$ cat src/rtl/dpa_pkg.sv
// ----------------------------------------------------------------------------
// dpa_pkg
// Shared widths, register indexes, command codes and the descent profile
// table of the descent profile autopilot.
// ----------------------------------------------------------------------------
`default_nettype none

package dpa_pkg;

  // field widths
  localparam int ALT_W   = 22;
  localparam int SPD_W   = 18;
  localparam int PWR_W   = 11;
  localparam int CMD_W   = 2;
  localparam int SLOPE_W = 24;   // Q0.24 slope magnitude, max value below 2^24
  localparam int FRAC_W  = 24;
  localparam int PROD_W  = ALT_W + SLOPE_W;
  localparam int CFG_W   = 22;   // widest register
  localparam int CFG_IDX_W = 2;

  // profile table
  localparam int TABLE_SLOTS = 16;
  localparam int IDX_W       = 4;
  localparam int DPA_BREAKPOINTS = 8;

  // register indexes
  localparam logic [CFG_IDX_W-1:0] REG_ENABLE        = 2'd0;
  localparam logic [CFG_IDX_W-1:0] REG_CRUISE_LIMIT  = 2'd1;
  localparam logic [CFG_IDX_W-1:0] REG_LOW_THRESHOLD = 2'd2;
  localparam logic [CFG_IDX_W-1:0] REG_LANDING_LIMIT = 2'd3;

  // register reset values
  localparam logic [PWR_W-1:0] CRUISE_LIMIT_RST  = 11'd911;
  localparam logic [ALT_W-1:0] LOW_THRESHOLD_RST = 22'd10000;
  localparam logic [PWR_W-1:0] LANDING_LIMIT_RST = 11'd1024;

  // motor commands
  localparam logic [CMD_W-1:0] CMD_HOLD  = 2'd0;
  localparam logic [CMD_W-1:0] CMD_RAISE = 2'd1;
  localparam logic [CMD_W-1:0] CMD_LOWER = 2'd2;

  // breakpoint altitude, mm
  function automatic logic [ALT_W-1:0] bp_alt(input logic [IDX_W-1:0] idx);
    unique case (idx)
      4'd0:    bp_alt = 22'd1000000;
      4'd1:    bp_alt = 22'd450000;
      4'd2:    bp_alt = 22'd270000;
      4'd3:    bp_alt = 22'd200000;
      4'd4:    bp_alt = 22'd100000;
      4'd5:    bp_alt = 22'd25000;
      4'd6:    bp_alt = 22'd400;
      default: bp_alt = '0;
    endcase
  endfunction

  // breakpoint speed, mm/s
  function automatic logic signed [SPD_W-1:0] bp_speed(input logic [IDX_W-1:0] idx);
    unique case (idx)
      4'd0:    bp_speed = -18'sd35000;
      4'd1:    bp_speed = -18'sd30000;
      4'd2:    bp_speed = -18'sd23000;
      4'd3:    bp_speed = -18'sd18000;
      4'd4:    bp_speed = -18'sd10000;
      4'd5:    bp_speed = -18'sd4000;
      4'd6:    bp_speed = -18'sd300;
      default: bp_speed = '0;
    endcase
  endfunction

  // slope magnitude of the segment ending at entry idx, speed per mm in Q0.24
  function automatic logic [SLOPE_W-1:0] bp_slope(input logic [IDX_W-1:0] idx);
    unique case (idx)
      4'd1:    bp_slope = 24'd152520;
      4'd2:    bp_slope = 24'd652447;
      4'd3:    bp_slope = 24'd1198373;
      4'd4:    bp_slope = 24'd1342177;
      4'd5:    bp_slope = 24'd1342177;
      4'd6:    bp_slope = 24'd2523402;
      4'd7:    bp_slope = 24'd12582912;
      default: bp_slope = '0;
    endcase
  endfunction

endpackage

`default_nettype wire

$ cat src/rtl/descent_profile_autopilot.sv
// ----------------------------------------------------------------------------
// descent_profile_autopilot
// Each sample (altitude, vertical speed, engine power) yields one result:
// the target vertical speed from a piecewise-linear descent profile and a
// raise / lower / hold power step command. Throughput is one transaction per
// clock while out_ready does not stall the output. An accepted sample passes
// four register stages: input compare, segment select, slope multiply, and
// round/saturate/decide, the last of which drives out_valid.
// The 22x24 slope multiply is the deepest stage. Back-pressure on out_ready
// stalls only the stages that are full, so bubbles get squeezed out.
// Configuration registers are meant to be written while no transaction is in
// flight; enable gates the command at the output stage and the power caps are
// applied at the input stage.
// ----------------------------------------------------------------------------
`default_nettype none

module descent_profile_autopilot
  import dpa_pkg::*;
#(
  parameter int BREAKPOINTS = DPA_BREAKPOINTS   // 2..16 table entries in use
) (
  input  logic                        clk,
  input  logic                        rst_n,
  // configuration write port
  input  logic                        cfg_we,
  input  logic [CFG_IDX_W-1:0]        cfg_index,
  input  logic [CFG_W-1:0]            cfg_data,
  // sample channel
  input  logic                        in_valid,
  output logic                        in_ready,
  input  logic [ALT_W-1:0]            in_altitude_mm,
  input  logic signed [SPD_W-1:0]     in_vertical_speed,
  input  logic [PWR_W-1:0]            in_current_power,
  // result channel
  output logic                        out_valid,
  input  logic                        out_ready,
  output logic signed [SPD_W-1:0]     out_target_speed,
  output logic [CMD_W-1:0]            out_motor_command,
  output logic                        out_engaged
);

  // --------------------------------------------------------------------------
  // Configuration registers
  // --------------------------------------------------------------------------
  logic             enable_r;
  logic [PWR_W-1:0] cruise_limit_r;
  logic [ALT_W-1:0] low_thr_r;
  logic [PWR_W-1:0] landing_limit_r;

  always_ff @(posedge clk) begin
    if (!rst_n) begin
      enable_r        <= 1'b0;
      cruise_limit_r  <= CRUISE_LIMIT_RST;
      low_thr_r       <= LOW_THRESHOLD_RST;
      landing_limit_r <= LANDING_LIMIT_RST;
    end else if (cfg_we) begin
      unique case (cfg_index)
        REG_ENABLE:        enable_r        <= cfg_data[0];
        REG_CRUISE_LIMIT:  cruise_limit_r  <= cfg_data[PWR_W-1:0];
        REG_LOW_THRESHOLD: low_thr_r       <= cfg_data[ALT_W-1:0];
        REG_LANDING_LIMIT: landing_limit_r <= cfg_data[PWR_W-1:0];
        default: ;
      endcase
    end
  end

  // --------------------------------------------------------------------------
  // Stage advance: a stage loads when it is empty or its successor moves.
  // --------------------------------------------------------------------------
  logic v1_r, v2_r, v3_r, out_valid_r;
  logic adv1, adv2, adv3, adv_out;

  assign adv_out  = !out_valid_r || out_ready;
  assign adv3     = !v3_r || adv_out;
  assign adv2     = !v2_r || adv3;
  assign adv1     = !v1_r || adv2;
  assign in_ready = adv1;

  always_ff @(posedge clk) begin
    if (!rst_n) begin
      v1_r        <= 1'b0;
      v2_r        <= 1'b0;
      v3_r        <= 1'b0;
      out_valid_r <= 1'b0;
    end else begin
      if (adv1)    v1_r        <= in_valid;
      if (adv2)    v2_r        <= v1_r;
      if (adv3)    v3_r        <= v2_r;
      if (adv_out) out_valid_r <= v3_r;
    end
  end

  // --------------------------------------------------------------------------
  // Stage 1: parallel breakpoint compares and power cap check
  // --------------------------------------------------------------------------
  logic [TABLE_SLOTS-1:0]    s1_hit_nxt, s1_hit_r;
  logic                      s1_pwr_ok_nxt, s1_pwr_ok_r;
  logic [ALT_W-1:0]          s1_alt_r;
  logic signed [SPD_W-1:0]   s1_speed_r;
  logic [PWR_W-1:0]          cap;

  always_comb begin
    for (int i = 0; i < TABLE_SLOTS; i++) begin
      s1_hit_nxt[i] = (i >= 1) && (i < BREAKPOINTS) &&
                      (bp_alt(IDX_W'(i)) < in_altitude_mm);
    end
  end

  // landing cap strictly below the threshold
  assign cap           = (in_altitude_mm < low_thr_r) ? landing_limit_r : cruise_limit_r;
  assign s1_pwr_ok_nxt = in_current_power < cap;

  always_ff @(posedge clk) begin
    if (adv1) begin
      s1_hit_r    <= s1_hit_nxt;
      s1_pwr_ok_r <= s1_pwr_ok_nxt;
      s1_alt_r    <= in_altitude_mm;
      s1_speed_r  <= in_vertical_speed;
    end
  end

  // --------------------------------------------------------------------------
  // Stage 2: first hit wins; fetch segment base, slope and altitude offset
  // --------------------------------------------------------------------------
  logic [IDX_W-1:0]          sel_idx;
  logic                      s2_found_nxt, s2_found_r;
  logic [ALT_W-1:0]          s2_diff_nxt, s2_diff_r;
  logic [SLOPE_W-1:0]        s2_slope_r;
  logic signed [SPD_W-1:0]   s2_base_r;
  logic signed [SPD_W-1:0]   s2_speed_r;
  logic                      s2_pwr_ok_r;

  always_comb begin
    sel_idx = '0;
    for (int i = TABLE_SLOTS - 1; i >= 1; i--) begin
      if (s1_hit_r[i]) sel_idx = IDX_W'(i);
    end
  end

  assign s2_found_nxt = |s1_hit_r;
  assign s2_diff_nxt  = s1_alt_r - bp_alt(sel_idx);   // hit implies no underflow

  always_ff @(posedge clk) begin
    if (adv2) begin
      s2_found_r  <= s2_found_nxt;
      s2_diff_r   <= s2_diff_nxt;
      s2_slope_r  <= bp_slope(sel_idx);
      s2_base_r   <= bp_speed(sel_idx);
      s2_speed_r  <= s1_speed_r;
      s2_pwr_ok_r <= s1_pwr_ok_r;
    end
  end

  // --------------------------------------------------------------------------
  // Stage 3: offset times slope
  // --------------------------------------------------------------------------
  logic [PROD_W-1:0]         s3_prod_nxt, s3_prod_r;
  logic                      s3_found_r;
  logic signed [SPD_W-1:0]   s3_base_r;
  logic signed [SPD_W-1:0]   s3_speed_r;
  logic                      s3_pwr_ok_r;

  assign s3_prod_nxt = PROD_W'(s2_diff_r) * PROD_W'(s2_slope_r);

  always_ff @(posedge clk) begin
    if (adv3) begin
      s3_prod_r   <= s3_prod_nxt;
      s3_found_r  <= s2_found_r;
      s3_base_r   <= s2_base_r;
      s3_speed_r  <= s2_speed_r;
      s3_pwr_ok_r <= s2_pwr_ok_r;
    end
  end

  // --------------------------------------------------------------------------
  // Stage 4: round half up, subtract, saturate to -131072..0, decide command
  // --------------------------------------------------------------------------
  localparam int MAG_W = PROD_W + 1 - FRAC_W;
  localparam int TGT_W = MAG_W + 2;

  logic [PROD_W:0]           prod_rnd;
  logic [MAG_W-1:0]          mag;
  logic signed [TGT_W-1:0]   tgt_wide;
  logic signed [TGT_W-1:0]   tgt_min;
  logic signed [SPD_W-1:0]   target_nxt, target_r;
  logic [CMD_W-1:0]          cmd_nxt, cmd_r;
  logic                      engaged_r;

  assign prod_rnd = {1'b0, s3_prod_r} + ((PROD_W + 1)'(1) << (FRAC_W - 1));
  assign mag      = prod_rnd[PROD_W:FRAC_W];
  assign tgt_wide = TGT_W'(s3_base_r) - $signed({2'b00, mag});
  assign tgt_min  = -(TGT_W'(1) <<< (SPD_W - 1));

  always_comb begin
    if (!s3_found_r) begin
      target_nxt = '0;
    end else if (tgt_wide < tgt_min) begin
      target_nxt = {1'b1, {(SPD_W-1){1'b0}}};
    end else if (tgt_wide > 0) begin
      target_nxt = '0;
    end else begin
      target_nxt = tgt_wide[SPD_W-1:0];
    end

    cmd_nxt = CMD_HOLD;
    if (enable_r) begin
      if (s3_speed_r < target_nxt) begin
        if (s3_pwr_ok_r) cmd_nxt = CMD_RAISE;
      end else begin
        cmd_nxt = CMD_LOWER;
      end
    end
  end

  always_ff @(posedge clk) begin
    if (adv_out) begin
      target_r  <= target_nxt;
      cmd_r     <= cmd_nxt;
      engaged_r <= enable_r;
    end
  end

  assign out_valid         = out_valid_r;
  assign out_target_speed  = target_r;
  assign out_motor_command = cmd_r;
  assign out_engaged       = engaged_r;

`ifndef NO_ASSERTIONS
  // disengaged results always hold power
  a_hold_when_off: assert property (@(posedge clk) disable iff (!rst_n)
    out_valid && !out_engaged |-> out_motor_command == CMD_HOLD)
    else $error("command issued while disengaged");

  // target never climbs
  a_target_nonpos: assert property (@(posedge clk) disable iff (!rst_n)
    out_valid |-> (out_target_speed[SPD_W-1] || out_target_speed == '0))
    else $error("positive target speed");

  // an accepted sample always occupies the first stage
  a_accept_loads: assert property (@(posedge clk) disable iff (!rst_n)
    in_valid && in_ready |=> v1_r)
    else $error("accepted transaction lost at stage 1");

  // a full pipe never lets stage 3 overwrite a held result
  a_no_overwrite: assert property (@(posedge clk) disable iff (!rst_n)
    out_valid_r && !out_ready && v3_r |=> out_valid_r && v3_r)
    else $error("stalled result dropped");
`endif

endmodule

`default_nettype wire

$ cat config.mk
export PLATFORM = sky130hd
export DESIGN_NAME = descent_profile_autopilot
export DESIGN_NICKNAME = d
export VERILOG_FILES = /design/src/rtl/dpa_pkg.sv /design/src/rtl/descent_profile_autopilot.sv
export SDC_FILE = /design/constraint.sdc
export NUM_CORES = 2
export LEC_CHECK = 0
export ABC_CLOCK_PERIOD_IN_PS = 12900
export BUFFER_PORTS_ARGS = -buffer_cell sky130_fd_sc_hd__buf_2
export CAP_MARGIN = 15
export CORE_MARGIN = 4
export CORE_UTILIZATION = 46
export DETAILED_ROUTE_END_ITERATION = 10
export PLACE_DENSITY = 0.68
export SLEW_MARGIN = 10
export SYNTH_ARGS = -nofsm -noshare
export SYNTH_HDL_FRONTEND = slang
export SYNTH_SLANG_ARGS = --single-unit
$ cat constraint.sdc
create_clock -name clk -period 12.9 [get_ports clk]
set_input_delay 2.58 -clock clk [delete_from_list [all_inputs] [get_ports clk]]
set_output_delay 2.58 -clock clk [all_outputs]
set_load 0.05 [all_outputs]
==> key figures <==
Global route
  – Total global routing overflow: 0
  – Vias in the first global route: ~20000
  – Largest net degree at the start of global routing: 70
  – Antenna violations before repair: 1
  – All-layer global routing usage: 0.213
  – First-pass GRT wire length: approximately 110000 microns

Drt
  – Avg WL per Cell: roughly 19 microns
  – Detail Route Antenna Nets: 0
  – Iteration-0 DRC Markers: approximately 1200
  – Via count: 18300
  – Routed WL: roughly 65000 microns
  – Vias per Instance: around 5.3
  – Residual DRC: 0
  – Drt first pass iters: 5

Floorplan
  – Die area: roughly 0.062 sq mm
  – Die width: between 200 and 250 microns
  – Core box area: 0.0578 sq mm
  – Boundary Pins: 103
  – Vert. Die Dim: roughly 250 microns
  – Initial core utilization: 0.466
  – # rows: 88

STA
  – Finish-stage setup viols: 0
  – Slew Limit Fails: 0
  – Final Hold Viols: 0
  – Worst-margin pin slew: around 1.2 ns
  – Min Hold Slack: between 0.4 and 0.5 ns
  – Period utilization: 0.670
  – Total Negative Setup Slacks: 0 ns
  – Setup ws final: approximately 4.3 ns
  – RSZ-0062 raised after global routing: no
  – Achievable Freq: around 120 MHz
  – Worst rel slew slack: 0.226
  – Post-layout min period: about 8.6 ns
  – Clock skew: about 0.018 ns

Critical path
  – Cell Chain, Critical Path: nand2_1 > fa_1 > inv_1 > fa_1 > fa_1 > inv_1 > fa_1 > inv_1 > fa_1 > fa_1 > fa_1 > ha_1 > and4_1 > o211ai_1 > a2111oi_0 > a211oi_1 > o31ai_1 > o21ai_1 > a21oi_1 > o21a_1 > a211o_1 > a21oi_1 > xnor2_1
  – Worst Path Required: 13.17 ns
  – Reg-to-Reg End: s3_prod_r[45]$_DFFE_PP_
  – Startpoint types: flip-flop
  – Setup crit end kind: flip-flop
  – CP most frequent cell: fa_1
  – Critical Path Max Stage Delay: about 0.96 ns
  – Slowest cell on crit path: edfxtp_1
  – Crit Path Category: flip-flop to flip-flop
  – CP Max Fanout: 22
  – Arrival @ worst endpoint: roughly 8.9 ns
  – R2R cell count: 23
  – Reg2reg setup slack: 4.26 ns
  – RR Startpoint: s2_slope_r[19]$_DFFE_PP_

Logic synthesis
  – Synth warn: 0
  – Top_reg_cell synth: edfxtp_1
  – Mean Syn Cell Area: about 10 sq um
  – Cell variety after synth: 63
  – Post-synth ARST share: 0
  – Synthesized cell area: 0.0269 sq mm
  – Number of flops mapped to enable cells by yosys: around 190
  – Syn Nets: about 3400
  – Post-synthesis cell count: 2605
  – Synth Register Bits: roughly 240
  – Post-synthesis sequential area ratio: 0.253

Layout
  – Area of the multi-input gates: roughly 0.018 sq mm
  – Seq. cell area: around 0.0068 sq mm
  – Layout cells sized above 1: 0.0690
  – Syn-to-layout area delta: 8.39%
  – Fill count: 5202
  – Layout Nets: 3441

Min path
  – Worst Hold Launch: s1_speed_r[4]$_DFFE_PP_
  – Hold EP: s2_speed_r[4]$_DFFE_PP_
  – Hold Path Stages: 0
  – Worst min-delay path class: flip-flop to flip-flop

CTS
  – CTS tree: done
  – CTS root buf: clkbuf_16
  – Worst-path clk slew: ~0.06 ns
  – Resize count post-CTS: 0
  – CTS buffer count: 27
  – Hold Buf Count CTS: 0
  – Maximum root-to-sink buffer count: 3
  – Clock H-tree levels: 1
  – Setup Buffers After CTS: 0
  – Clk Latency, worst-skew pair: ~0.54 ns
  – Clock sink count: ~240

Outcome
  – Status: finished clean

Flow run
  – Number of max-cap violations: 0

Place
  – Routability congestion estimate: ~0.96
  – Pre-CTS worst setup slack: 4.41 ns
  – Detailed placement HPWL: 53900 microns
  – Port Buf Inserts: ~100
cells in the final DEF (no fill, tap or decap), types with 18 or more instances in the layout:
cell       instances
a21boi_0          37
a21o_1            36
a21oi_1           71
and2_1           152
buf_2            102
clkbuf_16         27
dfxtp_1           49
edfxtp_1         194
fa_1             436
ha_1             249
inv_1            528
nand2_1          307
nand3_1           40
nand4_1           18
nor2_1            87
nor2b_1           22
nor3_1            25
o21ai_0           40
xnor2_1           43
xor2_1            27
worst max-delay path by stage:
stage / slack, ns / endpoint / cells after the start / from
2_1_floorplan: 5.76 / s3_prod_r[45]$_DFFE_PP_ / 24 / s2_slope_r[19]$_DFFE_PP_
3_3_place_gp: 4.48 / s3_prod_r[45]$_DFFE_PP_ / 24 / s2_slope_r[9]$_DFFE_PP_
3_5_place_dp: 4.41 / s3_prod_r[45]$_DFFE_PP_ / 23 / s2_slope_r[19]$_DFFE_PP_
4_1_cts: 4.34 / s3_prod_r[45]$_DFFE_PP_ / 23 / s2_slope_r[19]$_DFFE_PP_
5_1_grt: 3.88 / s3_prod_r[45]$_DFFE_PP_ / 23 / s2_slope_r[19]$_DFFE_PP_
6_report: 4.26 / s3_prod_r[45]$_DFFE_PP_ / 23 / s2_slope_r[19]$_DFFE_PP_
cell type report:
class                   instances  area share
clock inverters                21     0.00995
clock buffers                  27      0.0232
multi-input cells            1753       0.611
well taps                     765      0.0328
inverters                     539      0.0693
diodes                          1   0.0000858
repair buffers                112      0.0205
flip-flops and latches        243       0.233
layer usage:
| metal | share of wire | GRT usage | vias up |
|---|---|---|---|
| met5 | 0 | 0 | - |
| met4 | 0.026 | 0.0516 | 0 |
| met3 | 0.064 | 0.0321 | 104 |
| met2 | 0.48 | 0.354 | 635 |
| met1 | 0.43 | 0.296 | 9203 |
| li1 | - | - | 8396 |
cell usage after synthesis (3+ instances only):
cell	instances	area share
a2111oi_0	3	0.00098
a211o_1	4	0.0013
a211oi_1	7	0.0020
a21boi_0	37	0.010
a21o_1	36	0.010
a21oi_1	71	0.013
a31oi_1	4	0.00093
and2_1	152	0.035
and3_1	14	0.0033
and4_1	4	0.0013
buf_1	3	0.00042
clkbuf_1	66	0.0092
dfxtp_1	49	0.036
edfxtp_1	194	0.22
fa_1	436	0.32
ha_1	249	0.12
inv_1	529	0.074
inv_2	10	0.0014
mux2i_1	14	0.0052
nand2_1	309	0.043
nand2b_1	17	0.0040
nand3_1	40	0.0074
nand4_1	18	0.0042
nor2_1	87	0.012
nor2b_1	22	0.0051
nor3_1	25	0.0046
nor4_1	12	0.0028
o211a_1	3	0.0011
o211ai_1	10	0.0028
o21a_1	14	0.0039
o21ai_0	40	0.0074
o21ai_1	5	0.00093
o31ai_1	4	0.0011
or2_2	6	0.0014
or3_1	9	0.0021
xnor2_1	43	0.014
xor2_1	27	0.0088
state kept, by name, indices dropped and copies added (netlist names), 2 cells and up:
name,cells
cruise_limit_r,11
s3_prod_r,23
s2_diff_r,22
low_thr_r,22
out_motor_command,2
s2_base_r,13
s3_speed_r,18
s1_speed_r,18
s2_speed_r,18
s2_slope_r,14
out_target_speed,18
landing_limit_r,11
s1_alt_r,22
s3_base_r,13
s1_hit_r,7
logic make-up (layout without fill, tap and decap cells):
group,after synthesis,count (layout),synth area share
buffers and inverters,609,699,0.0852
flip-flops,243,243,0.253
AO/OA/AOI/OAI,258,258,0.0636
multiplexers,15,15,0.00562
AND/OR/NAND/NOR,725,725,0.130
other,0,1,0
adder cells (fa/ha/maj),685,685,0.440
XOR/XNOR,70,70,0.0228
metrics by stage:
step | cell area [sq um] | utilization | instances
CTS | 29200 | 0.504 | 3459
floorplan | 26900 | - | 2605
finish | 29200 | 0.505 | 3461
detailed placement | 28200 | 0.488 | 3411
global route | 29200 | 0.505 | 3460
global placement | 28200 | 0.488 | 3411
critical path: cells and delay by family (launching register included):
family,cells,cell delay (ns)
compound gates,9,2.54
xor+xnor,1,0.12
fa+ha+maj,8,3.97
buf+inv,3,0.16
flops,1,0.96
simple gates,2,0.61
Power is not shown: default switching activity piles up to over one toggle a cycle in this logic, so the estimate is an artifact.
